File: src/mcif_pkg.sv
`timescale 1ns / 1ps
package mcif_pkg;

    localparam int HIST_W   = 40;
    localparam int ACC_W    = 48;
    localparam int COEF_W   = 32;
    localparam int SAMPLE_W = 24;
    localparam int OUT_W    = 32;
    localparam int PROD_W   = 53;

    typedef enum logic [2:0] {
        S_CLR,
        S_IDLE,
        S_SEC,
        S_LOAD,
        S_EXEC,
        S_COMMIT,
        S_WB,
        S_OUT
    } t_state;

    typedef enum logic [2:0] {
        REG_MODE,
        REG_COEF_A,
        REG_COEF_B,
        REG_COEF_C,
        REG_COEF_D,
        REG_COEF_E,
        REG_GALV_GAIN,
        REG_GALV_FB
    } t_reg;

    typedef enum logic [3:0] {
        SRC_IH0, SRC_IH1, SRC_IH2, SRC_IH3,
        SRC_OH0, SRC_OH1, SRC_OH2, SRC_OH3,
        SRC_Y, SRC_T, SRC_V, SRC_U
    } t_src;

    typedef enum logic [2:0] {
        CF_A, CF_B, CF_C, CF_D, CF_E, CF_G, CF_G1, CF_G2
    } t_coef;

    typedef enum logic {
        K_MAC,
        K_ADD
    } t_kind;

    typedef enum logic [1:0] {
        SV_NONE,
        SV_T,
        SV_V,
        SV_U
    } t_save;

    typedef enum logic [1:0] {
        PH_LO,
        PH_HI,
        PH_ACC
    } t_phase;

    typedef struct packed {
        t_src  src;
        t_coef coef;
        t_kind kind;
        logic  neg;
        logic  dbl;
        t_save save;
        logic  last;
    } t_op;

    typedef struct packed {
        logic   en;
        t_phase phase;
        t_kind  kind;
        logic   neg;
        logic   dbl;
        logic   clear;
    } t_mac_ctl;

    function automatic t_op mk_op(t_src s, t_coef c, t_kind k, logic n, logic d,
                                  t_save sv, logic l);
        t_op o;
        o.src  = s;
        o.coef = c;
        o.kind = k;
        o.neg  = n;
        o.dbl  = d;
        o.save = sv;
        o.last = l;
        return o;
    endfunction

    // simulation cascade when sim is set, otherwise one bandpass section
    function automatic t_op op_lookup(logic sim, logic [3:0] pc);
        t_op o;
        o = mk_op(SRC_Y, CF_A, K_ADD, 1'b0, 1'b0, SV_NONE, 1'b1);
        if (sim) begin
            unique case (pc)
                4'd0:  o = mk_op(SRC_IH0, CF_B, K_MAC, 1'b0, 1'b0, SV_NONE, 1'b0);
                4'd1:  o = mk_op(SRC_IH1, CF_C, K_MAC, 1'b0, 1'b0, SV_NONE, 1'b0);
                4'd2:  o = mk_op(SRC_Y, CF_A, K_MAC, 1'b0, 1'b0, SV_NONE, 1'b0);
                4'd3:  o = mk_op(SRC_OH0, CF_D, K_MAC, 1'b1, 1'b0, SV_NONE, 1'b0);
                4'd4:  o = mk_op(SRC_OH1, CF_E, K_MAC, 1'b1, 1'b0, SV_V, 1'b0);
                4'd5:  o = mk_op(SRC_V, CF_A, K_ADD, 1'b0, 1'b0, SV_NONE, 1'b0);
                4'd6:  o = mk_op(SRC_OH0, CF_A, K_ADD, 1'b0, 1'b1, SV_NONE, 1'b0);
                4'd7:  o = mk_op(SRC_OH1, CF_A, K_ADD, 1'b0, 1'b0, SV_T, 1'b0);
                4'd8:  o = mk_op(SRC_T, CF_G, K_MAC, 1'b0, 1'b0, SV_NONE, 1'b0);
                4'd9:  o = mk_op(SRC_OH2, CF_G1, K_MAC, 1'b1, 1'b0, SV_NONE, 1'b0);
                4'd10: o = mk_op(SRC_OH3, CF_G2, K_MAC, 1'b1, 1'b0, SV_U, 1'b1);
                default: o = mk_op(SRC_Y, CF_A, K_ADD, 1'b0, 1'b0, SV_NONE, 1'b1);
            endcase
        end else begin
            unique case (pc)
                4'd0: o = mk_op(SRC_IH3, CF_A, K_ADD, 1'b0, 1'b0, SV_NONE, 1'b0);
                4'd1: o = mk_op(SRC_Y, CF_A, K_ADD, 1'b0, 1'b0, SV_NONE, 1'b0);
                4'd2: o = mk_op(SRC_IH1, CF_A, K_ADD, 1'b1, 1'b1, SV_T, 1'b0);
                4'd3: o = mk_op(SRC_T, CF_A, K_MAC, 1'b0, 1'b0, SV_NONE, 1'b0);
                4'd4: o = mk_op(SRC_OH0, CF_B, K_MAC, 1'b1, 1'b0, SV_NONE, 1'b0);
                4'd5: o = mk_op(SRC_OH1, CF_C, K_MAC, 1'b1, 1'b0, SV_NONE, 1'b0);
                4'd6: o = mk_op(SRC_OH2, CF_D, K_MAC, 1'b1, 1'b0, SV_NONE, 1'b0);
                4'd7: o = mk_op(SRC_OH3, CF_E, K_MAC, 1'b1, 1'b0, SV_V, 1'b1);
                default: o = mk_op(SRC_Y, CF_A, K_ADD, 1'b0, 1'b0, SV_NONE, 1'b1);
            endcase
        end
        return o;
    endfunction

    function automatic logic signed [HIST_W-1:0] sat40(logic signed [ACC_W-1:0] v);
        logic signed [ACC_W-1:0] hi;
        logic signed [ACC_W-1:0] lo;
        hi = ACC_W'((64'sd1 <<< (HIST_W - 1)) - 64'sd1);
        lo = -ACC_W'(64'sd1 <<< (HIST_W - 1));
        if (v > hi) begin
            return hi[HIST_W-1:0];
        end else if (v < lo) begin
            return lo[HIST_W-1:0];
        end
        return v[HIST_W-1:0];
    endfunction

endpackage

File: src/mcif_mac.sv
`timescale 1ns / 1ps
module mcif_mac (
    input  logic                                  i_clk,
    input  mcif_pkg::t_mac_ctl                    i_ctl,
    input  logic signed [mcif_pkg::COEF_W-1:0]    i_coef,
    input  logic signed [mcif_pkg::HIST_W-1:0]    i_opnd,
    output logic signed [mcif_pkg::ACC_W-1:0]     o_sum
);

    localparam int FULL_W = mcif_pkg::PROD_W + 21;

    logic signed [20:0]                     mul_b;
    logic signed [mcif_pkg::PROD_W-1:0]     prod;
    logic signed [mcif_pkg::PROD_W-1:0]     r_plo;
    logic signed [mcif_pkg::PROD_W-1:0]     r_phi;
    logic signed [mcif_pkg::ACC_W-1:0]      r_acc;
    logic signed [FULL_W-1:0]               full;
    logic signed [FULL_W-1:0]               rnd;
    logic signed [mcif_pkg::ACC_W-1:0]      term;

    always_comb begin
        if (i_ctl.phase == mcif_pkg::PH_LO) begin
            mul_b = $signed({1'b0, i_opnd[19:0]});
        end else begin
            mul_b = 21'($signed(i_opnd[39:20]));
        end
        prod = i_coef * mul_b;
    end

    always_comb begin
        full = (FULL_W'(r_phi) <<< 20) + FULL_W'(r_plo) + (FULL_W'(1) <<< 27);
        rnd  = full >>> 28;
        if (i_ctl.kind == mcif_pkg::K_MAC) begin
            term = rnd[mcif_pkg::ACC_W-1:0];
        end else if (i_ctl.dbl) begin
            term = mcif_pkg::ACC_W'(i_opnd) <<< 1;
        end else begin
            term = mcif_pkg::ACC_W'(i_opnd);
        end
        if (i_ctl.neg) begin
            o_sum = r_acc - term;
        end else begin
            o_sum = r_acc + term;
        end
    end

    always_ff @(posedge i_clk) begin
        if (i_ctl.en && i_ctl.phase == mcif_pkg::PH_LO) begin
            r_plo <= prod;
        end
        if (i_ctl.en && i_ctl.phase == mcif_pkg::PH_HI) begin
            r_phi <= prod;
        end
        if (i_ctl.clear) begin
            r_acc <= '0;
        end else if (i_ctl.en && i_ctl.phase == mcif_pkg::PH_ACC) begin
            r_acc <= o_sum;
        end
    end

endmodule

File: config.mk
export PLATFORM = sky130hd
export DESIGN_NAME = mcif_mac
export DESIGN_NICKNAME = d
export VERILOG_FILES = /design/src/mcif_pkg.sv /design/src/mcif_mac.sv
export SDC_FILE = /design/constraint.sdc
export NUM_CORES = 2
export LEC_CHECK = 0
export ABC_AREA = 1
export ABC_CLOCK_PERIOD_IN_PS = 10200
export BUFFER_PORTS_ARGS = -buffer_cell sky130_fd_sc_hd__buf_2
export CELL_PAD_IN_SITES_DETAIL_PLACEMENT = 1
export CELL_PAD_IN_SITES_GLOBAL_PLACEMENT = 1
export CORE_ASPECT_RATIO = 1.5
export CORE_MARGIN = 5
export CORE_UTILIZATION = 25
export CTS_CLUSTER_SIZE = 30
export DETAILED_ROUTE_END_ITERATION = 8
export GPL_TIMING_DRIVEN = 0
export HOLD_SLACK_MARGIN = 0.06
export PLACE_DENSITY = 0.58
export SETUP_SLACK_MARGIN = 0.05
export SYNTH_ARGS = -nofsm -noshare
export SYNTH_HDL_FRONTEND = slang
export SYNTH_SLANG_ARGS = --single-unit
File: constraint.sdc
create_clock -name i_clk -period 10.2 [get_ports i_clk]
set_clock_uncertainty 0.2 [all_clocks]
set_input_delay 1.53 -clock i_clk [delete_from_list [all_inputs] [get_ports i_clk]]
set_output_delay 1.53 -clock i_clk [all_outputs]
set_load 0.01 [all_outputs]
# == Yosys cells after proc, flatten, opt, wreduce, memory -nomap -nowiden ==
# Cells that the tools add are included.
# W data, S select, Z words.
# classes
add_sub_neg,4
mul,1
div_mod_pow,0
magnitude_cmp,0
eq_ne,2
shift,0
muxes,4
bitwise,0
n_reduce_logical,4
# ops
cell,n
$mux W48,2
$add A73 B53 Y74,1
$add A74 B29 Y74 const B,1
$mul A32 B21 Y53,1
$add A48 B48 Y48,1
$sub A48 B48 Y48,1
$mux W40,1
$mux W21,1
$logic_and A1 B1 Y1,3
$eq A2 B1 Y1 const B,1
$eq A2 B2 Y1 const B,1
$logic_not A2 Y1,1
# word_totals
register_bits,154
latch_bits,0
ram_bits,0
mem_bits_ro,0
inputBits,80
out_inout_bits,48
elab_cells,18
memories,0

# == Longest topological paths before layout ==
# depth
ltp_word,5
ltp_mapped,43
mapped_depth_nobuf,43

# == Worst setup path before layout ==
# Ideal clock, no wire load.
# synth_timing
path_type,input port to flip-flop
start,in i_ctl[5] in the netlist's numbering
end,"reg r_phi[45] in the netlist's numbering, data pin"
setup_time_ns,0.264
arrival_ns,8.337
slack_ns,1.400
cell_stages,33
n_path_buf,3
path_cell_list,nor2_1 clkbuf_1 clkbuf_1 nand2_1 o21ai_1 clkbuf_1 nor2_1 fa_1 inv_1 fa_1 fa_1 fa_1 inv_1 fa_1 fa_1 inv_1 fa_1 inv_1 ha_1 a21oi_1 inv_1 a21oi_1 o21ai_0 nand2_1 o211ai_1 a21oi_1 inv_1 nand2_1 nand2_1 a21boi_0 o21ai_0 a21oi_1 xnor2_1
# synth_between
elab_chain_cells,3
# synth_lines
item,line,rtl
start: declaration,mcif_mac.sv:4,"input mcif_pkg::t_mac_ctl i_ctl,"
$logic_not A2 Y1,mcif_mac.sv:22,if (i_ctl.phase == mcif_pkg::PH_LO) begin
$mux W21,mcif_mac.sv:22,
$mul A32 B21 Y53,mcif_mac.sv:27,prod = i_coef * mul_b;
"via prod, one bit",mcif_mac.sv:13,logic signed [mcif_pkg::PROD_W-1:0] prod;
end signal: assignment,mcif_mac.sv:52,r_phi <= prod;
end: declaration,mcif_mac.sv:15,logic signed [mcif_pkg::PROD_W-1:0] r_phi;
# The timed path passes the listed nets, and every way through them passes these cells.
# A chain may end at the register's enable or synchronous reset.

# == Worst setup path in the final report ==
# layout_timing
start,in i_ctl[5] in the netlist's numbering
end,"reg r_plo[46] in the netlist's numbering, data pin"
# layout_between
elab_chain_cells,3
# layout_lines
item,line,rtl
$logic_not A2 Y1,mcif_mac.sv:22,
$mux W21,mcif_mac.sv:22,
$mul A32 B21 Y53,mcif_mac.sv:27,
"via prod, one bit",mcif_mac.sv:13,
end signal: assignment,mcif_mac.sv:49,r_plo <= prod;
end: declaration,mcif_mac.sv:14,logic signed [mcif_pkg::PROD_W-1:0] r_plo;
# The timed path passes the listed nets, and every way through them passes these cells.

==> out/summary.log <==
INFO  run_status     outcome=finished, final reports clean
INFO  yosys          synth_area_per_cell=7.380squm
INFO  grt            antenna_found_initial=6
INFO  floorplanning  die_y=487.8um
INFO  critical_path  critPathRequiredTime=10,190ps
INFO  floorplanning  ioPinCount=128
INFO  drt            firstDrtPassIters=5
INFO  sta            grt_setup_unrepaired=false
INFO  floorplanning  row_count=175
INFO  grt            track_usage=0.1980
INFO  critical_path  crit_path_end_kind=register
INFO  yosys          postSynth.asyncResetShare=0
INFO  drt            remaining_drc_errors=0
INFO  drt            routed_vias=33,620
INFO  drt            drt.antenna.violating_nets=0
INFO  critical_path  regToRegEndpoint=r_acc[41]$_SDFFE_PP0P_
INFO  place          placedInstanceArea=41,440squm
INFO  finish         nNetsFinal=6,341
INFO  finish         layout.core_utilization=0.2785
INFO  yosys          yosys_warnings=0
INFO  grt            maximum_number_of_pins_on_one_net_before_global_route_repair=25
INFO  drt            drt_iter0_drc=1,488
INFO  yosys          synth_largest_type_area_fraction=0.3520
INFO  flow_run       cap_viol_max_count=0
INFO  critical_path  worst_reg2reg_startpoint=r_plo[41]$_DFFE_PP_
INFO  yosys          synthFlopType=sky130_fd_sc_hd__edfxtp_1
INFO  finish         area.growth.synth_to_final=10.88%
INFO  yosys          synth_top_area_cell=sky130_fd_sc_hd__fa_1
INFO  drt            routed_wl=159,200um
INFO  yosys          synth-edff-count=86
INFO  critical_path  cpMostUsedCell=sky130_fd_sc_hd__fa_1
INFO  critical_path  r2r_cells=27
INFO  yosys          yosysUniqueCellTypes=58
INFO  cts            numClockSinks=134
INFO  yosys          netlist_area=38,050squm
INFO  yosys          yosys-top-cells-area=sky130_fd_sc_hd__fa_1 (35%), sky130_fd_sc_hd__inv_1 (12%), sky130_fd_sc_hd__nand2_1 (10%), sky130_fd_sc_hd__ha_1 (9.3%), sky130_fd_sc_hd__edfxtp_1 (6.8%)
INFO  cts            clock-root-buffer=sky130_fd_sc_hd__clkbuf_16
INFO  critical_path  critical_path.slowest_cell=sky130_fd_sc_hd__o21ai_2
INFO  sta            timing.final.hold_violations=0
INFO  critical_path  cp-start-kind=input pin
INFO  hold_path      type_of_the_most_critical_hold_path=register to register
INFO  finish         layout.cell_area.non_filler=42,190squm
INFO  sta            maxSlewHeadroom=0.1583
INFO  sta            period_needed=9939ps
INFO  grt            globalRoute.totalOverflow=0
INFO  critical_path  critPathArrivalTime=9930ps
INFO  finish         layout-drive-gt1-share=0.06521
INFO  sta            max_slew.worst_pin.slew=1263ps
INFO  sta            fin_crit_sh=0.9744
INFO  sta            number_of_slew_limit_violations_in_the_final_report=0
INFO  cts            clk_transition_reported_paths=70ps
INFO  floorplanning  dieArea=160,300squm
INFO  place          total_instance_count_after_detailed_placement=7,324
INFO  yosys          ys_ff_latch=134
INFO  hold_path      min_delay_path_depth=2
INFO  cts            cts_tree=built
INFO  cts            cts-buffers-inserted=17
INFO  critical_path  cp_slowest_stage_delay=850ps
INFO  drt            post_drt_via_cell_ratio=4.568
INFO  critical_path  r2r_setup_slack=3300ps
INFO  grt            via_count_of_the_first_global_routing_pass=37,480
INFO  cts            post_cts_hold_buffer_count=0
INFO  place          gp_routability_congestion=0.9593
INFO  cts            cts_max_level=4
INFO  sta            fmaxAchievable=100.6MHz
INFO  floorplanning  floorplan.initialDensity=0.2511
INFO  yosys          syn_inst_count=5,156
INFO  critical_path  endpoint=r_plo[46]$_DFFE_PP_
INFO  cts            postCtsSetupRepairBufs=0
INFO  drt            wire_per_inst=21.63um
INFO  yosys          synth-seq-area-share=0.09312
INFO  floorplanning  die_w=328.6um
INFO  critical_path  crit_path_start=i_ctl[5]
INFO  critical_path  critical_path_peak_fanout=10
INFO  place          dpl_hpwl=141,000um
INFO  sta            setup_violations_final=0
INFO  place          io_buffer_count=120
INFO  cts            worstSkewPairLatency=480ps
INFO  finish         stdcell_count=7,361
INFO  floorplanning  core_area=151,500squm
INFO  cts            cts.path.max_buffers=2
INFO  yosys          synth.net_count=6,189
INFO  grt            wire_length_of_the_first_global_routing_pass=235,400um
INFO  critical_path  worst-setup-path-type=input pin to register
-- cells by family after synthesis --
group,synth area share
XOR/XNOR,0.03360
buffers and inverters,0.1417
flip-flops,0.09312
AND/OR/NAND/NOR,0.2107
AO/OA/AOI/OAI,0.07553
adder cells (fa/ha/maj),0.4453
-- worst max-delay path, delay by kind of cell --
family                     cells  cell delay (ps)
adders and majority gates      8             3500
AOI/OAI and AO/OA              8             2290
buffers and inverters          8             1860
and+or+nand+nor                4              580
xor gates and xnor gates       1              110
-- cell usage after synthesis, types with 12 or more instances --
library cell               number
sky130_fd_sc_hd__clkinv_1      18
sky130_fd_sc_hd__buf_1         12
sky130_fd_sc_hd__a31oi_1       27
sky130_fd_sc_hd__xnor2_1       49
sky130_fd_sc_hd__nand2_1     1043
sky130_fd_sc_hd__dfxtp_1       48
sky130_fd_sc_hd__inv_1       1249
sky130_fd_sc_hd__nand2_2       31
sky130_fd_sc_hd__xor2_1        97
sky130_fd_sc_hd__nand3_1      133
sky130_fd_sc_hd__fa_1         669
sky130_fd_sc_hd__nand3b_1      16
sky130_fd_sc_hd__nor3_1        16
sky130_fd_sc_hd__a21oi_1      227
sky130_fd_sc_hd__nand4_1       28
sky130_fd_sc_hd__o21ai_1       17
sky130_fd_sc_hd__nor2_2        27
sky130_fd_sc_hd__o21a_1        13
sky130_fd_sc_hd__inv_2         25
sky130_fd_sc_hd__edfxtp_1      86
sky130_fd_sc_hd__nor2_1       653
sky130_fd_sc_hd__o21bai_1      12
sky130_fd_sc_hd__o21ai_0      171
sky130_fd_sc_hd__ha_1         284
sky130_fd_sc_hd__clkbuf_1     111
-- stage by stage --
step                      TNS [ps]  worst slack (ps)  hold WS [ps]
after floorplan                  0              1400         235.1
after global placement      -93980             -2008         251.2
after detailed placement    -53360             -1417         267.3
after CTS                        0             77.04         277.6
after global routing             0             45.14         310.0
final                            0             261.2         275.0
-- sequential cells by signal (all words and copies together) (netlist names) --
register	flops
r_acc	48
r_phi	53
r_plo	33
-- layout by cell type (no fill, tap or decap), types with 8 or more instances in the layout --
master,instances
sky130_fd_sc_hd__edfxtp_1,86
sky130_fd_sc_hd__nand3_1,133
sky130_fd_sc_hd__nand2_1,1043
sky130_fd_sc_hd__inv_1,1249
sky130_fd_sc_hd__buf_4,8
sky130_fd_sc_hd__buf_2,126
sky130_fd_sc_hd__dfxtp_1,48
sky130_fd_sc_hd__clkbuf_1,76
sky130_fd_sc_hd__o21ai_0,159
sky130_fd_sc_hd__fa_1,668
sky130_fd_sc_hd__buf_1,9
sky130_fd_sc_hd__ha_1,284
sky130_fd_sc_hd__o211ai_1,11
sky130_fd_sc_hd__a21oi_1,226
sky130_fd_sc_hd__nor2_1,651
sky130_fd_sc_hd__nand3b_1,16
sky130_fd_sc_hd__xor2_1,97
sky130_fd_sc_hd__nor2_2,28
sky130_fd_sc_hd__nor3_1,15
sky130_fd_sc_hd__a31oi_1,27
sky130_fd_sc_hd__o21a_1,13
sky130_fd_sc_hd__clkbuf_16,17
sky130_fd_sc_hd__xnor2_1,49
sky130_fd_sc_hd__nand2_2,31
sky130_fd_sc_hd__clkbuf_2,29
sky130_fd_sc_hd__nand4_1,28
sky130_fd_sc_hd__o21ai_2,17
sky130_fd_sc_hd__o21bai_1,12
sky130_fd_sc_hd__clkinv_1,14
sky130_fd_sc_hd__nor4_1,10
sky130_fd_sc_hd__inv_2,25
sky130_fd_sc_hd__o21ai_1,17
-- per-layer routing --
layer | up-vias | track usage | part of all wire
met1 | 16990 | 0.2178 | 0.38
met5 | - | 0 | 0.00014
met3 | 278 | 0.01576 | 0.029
li1 | 15660 | - | -
met4 | 4 | 0.09173 | 0.055
met2 | 687 | 0.3823 | 0.54
-- timing repair --
item | in CTS | in global routing
endpoints found under the setup margin | 54 | 30
gates resized for setup | 43 | 50
gates cloned | 0 | 0
-- area by class of cell --
cell class	count	area [sq um]
buffer	134	619.3
clock buffer	18	429.2
multi-input combinational	3595	29190
antenna	5	12.51
clock inverter	14	197.7
sequential	134	3543
inverter	1293	4863
fill	18900	109300
tap	2035	2546
timing repair buffer	133	792.0
-- worst min path at each step --
| stage | end | slack, ps | startpoint |
|---|---|---|---|
| final | r_acc[0]$_SDFFE_PP0P_ | 270 | r_acc[0]$_SDFFE_PP0P_ |
| after global placement | r_acc[0]$_SDFFE_PP0P_ | 250 | r_acc[0]$_SDFFE_PP0P_ |
| after CTS | r_acc[0]$_SDFFE_PP0P_ | 280 | r_acc[0]$_SDFFE_PP0P_ |
| after floorplan | r_acc[0]$_SDFFE_PP0P_ | 240 | r_acc[0]$_SDFFE_PP0P_ |
| after global routing | r_acc[0]$_SDFFE_PP0P_ | 310 | r_acc[0]$_SDFFE_PP0P_ |
| after detailed placement | r_acc[0]$_SDFFE_PP0P_ | 270 | r_acc[0]$_SDFFE_PP0P_ |
Power is left out: the tool's default activity adds up to more than one toggle a clock period on the data nets, which glitch-free logic cannot reach.
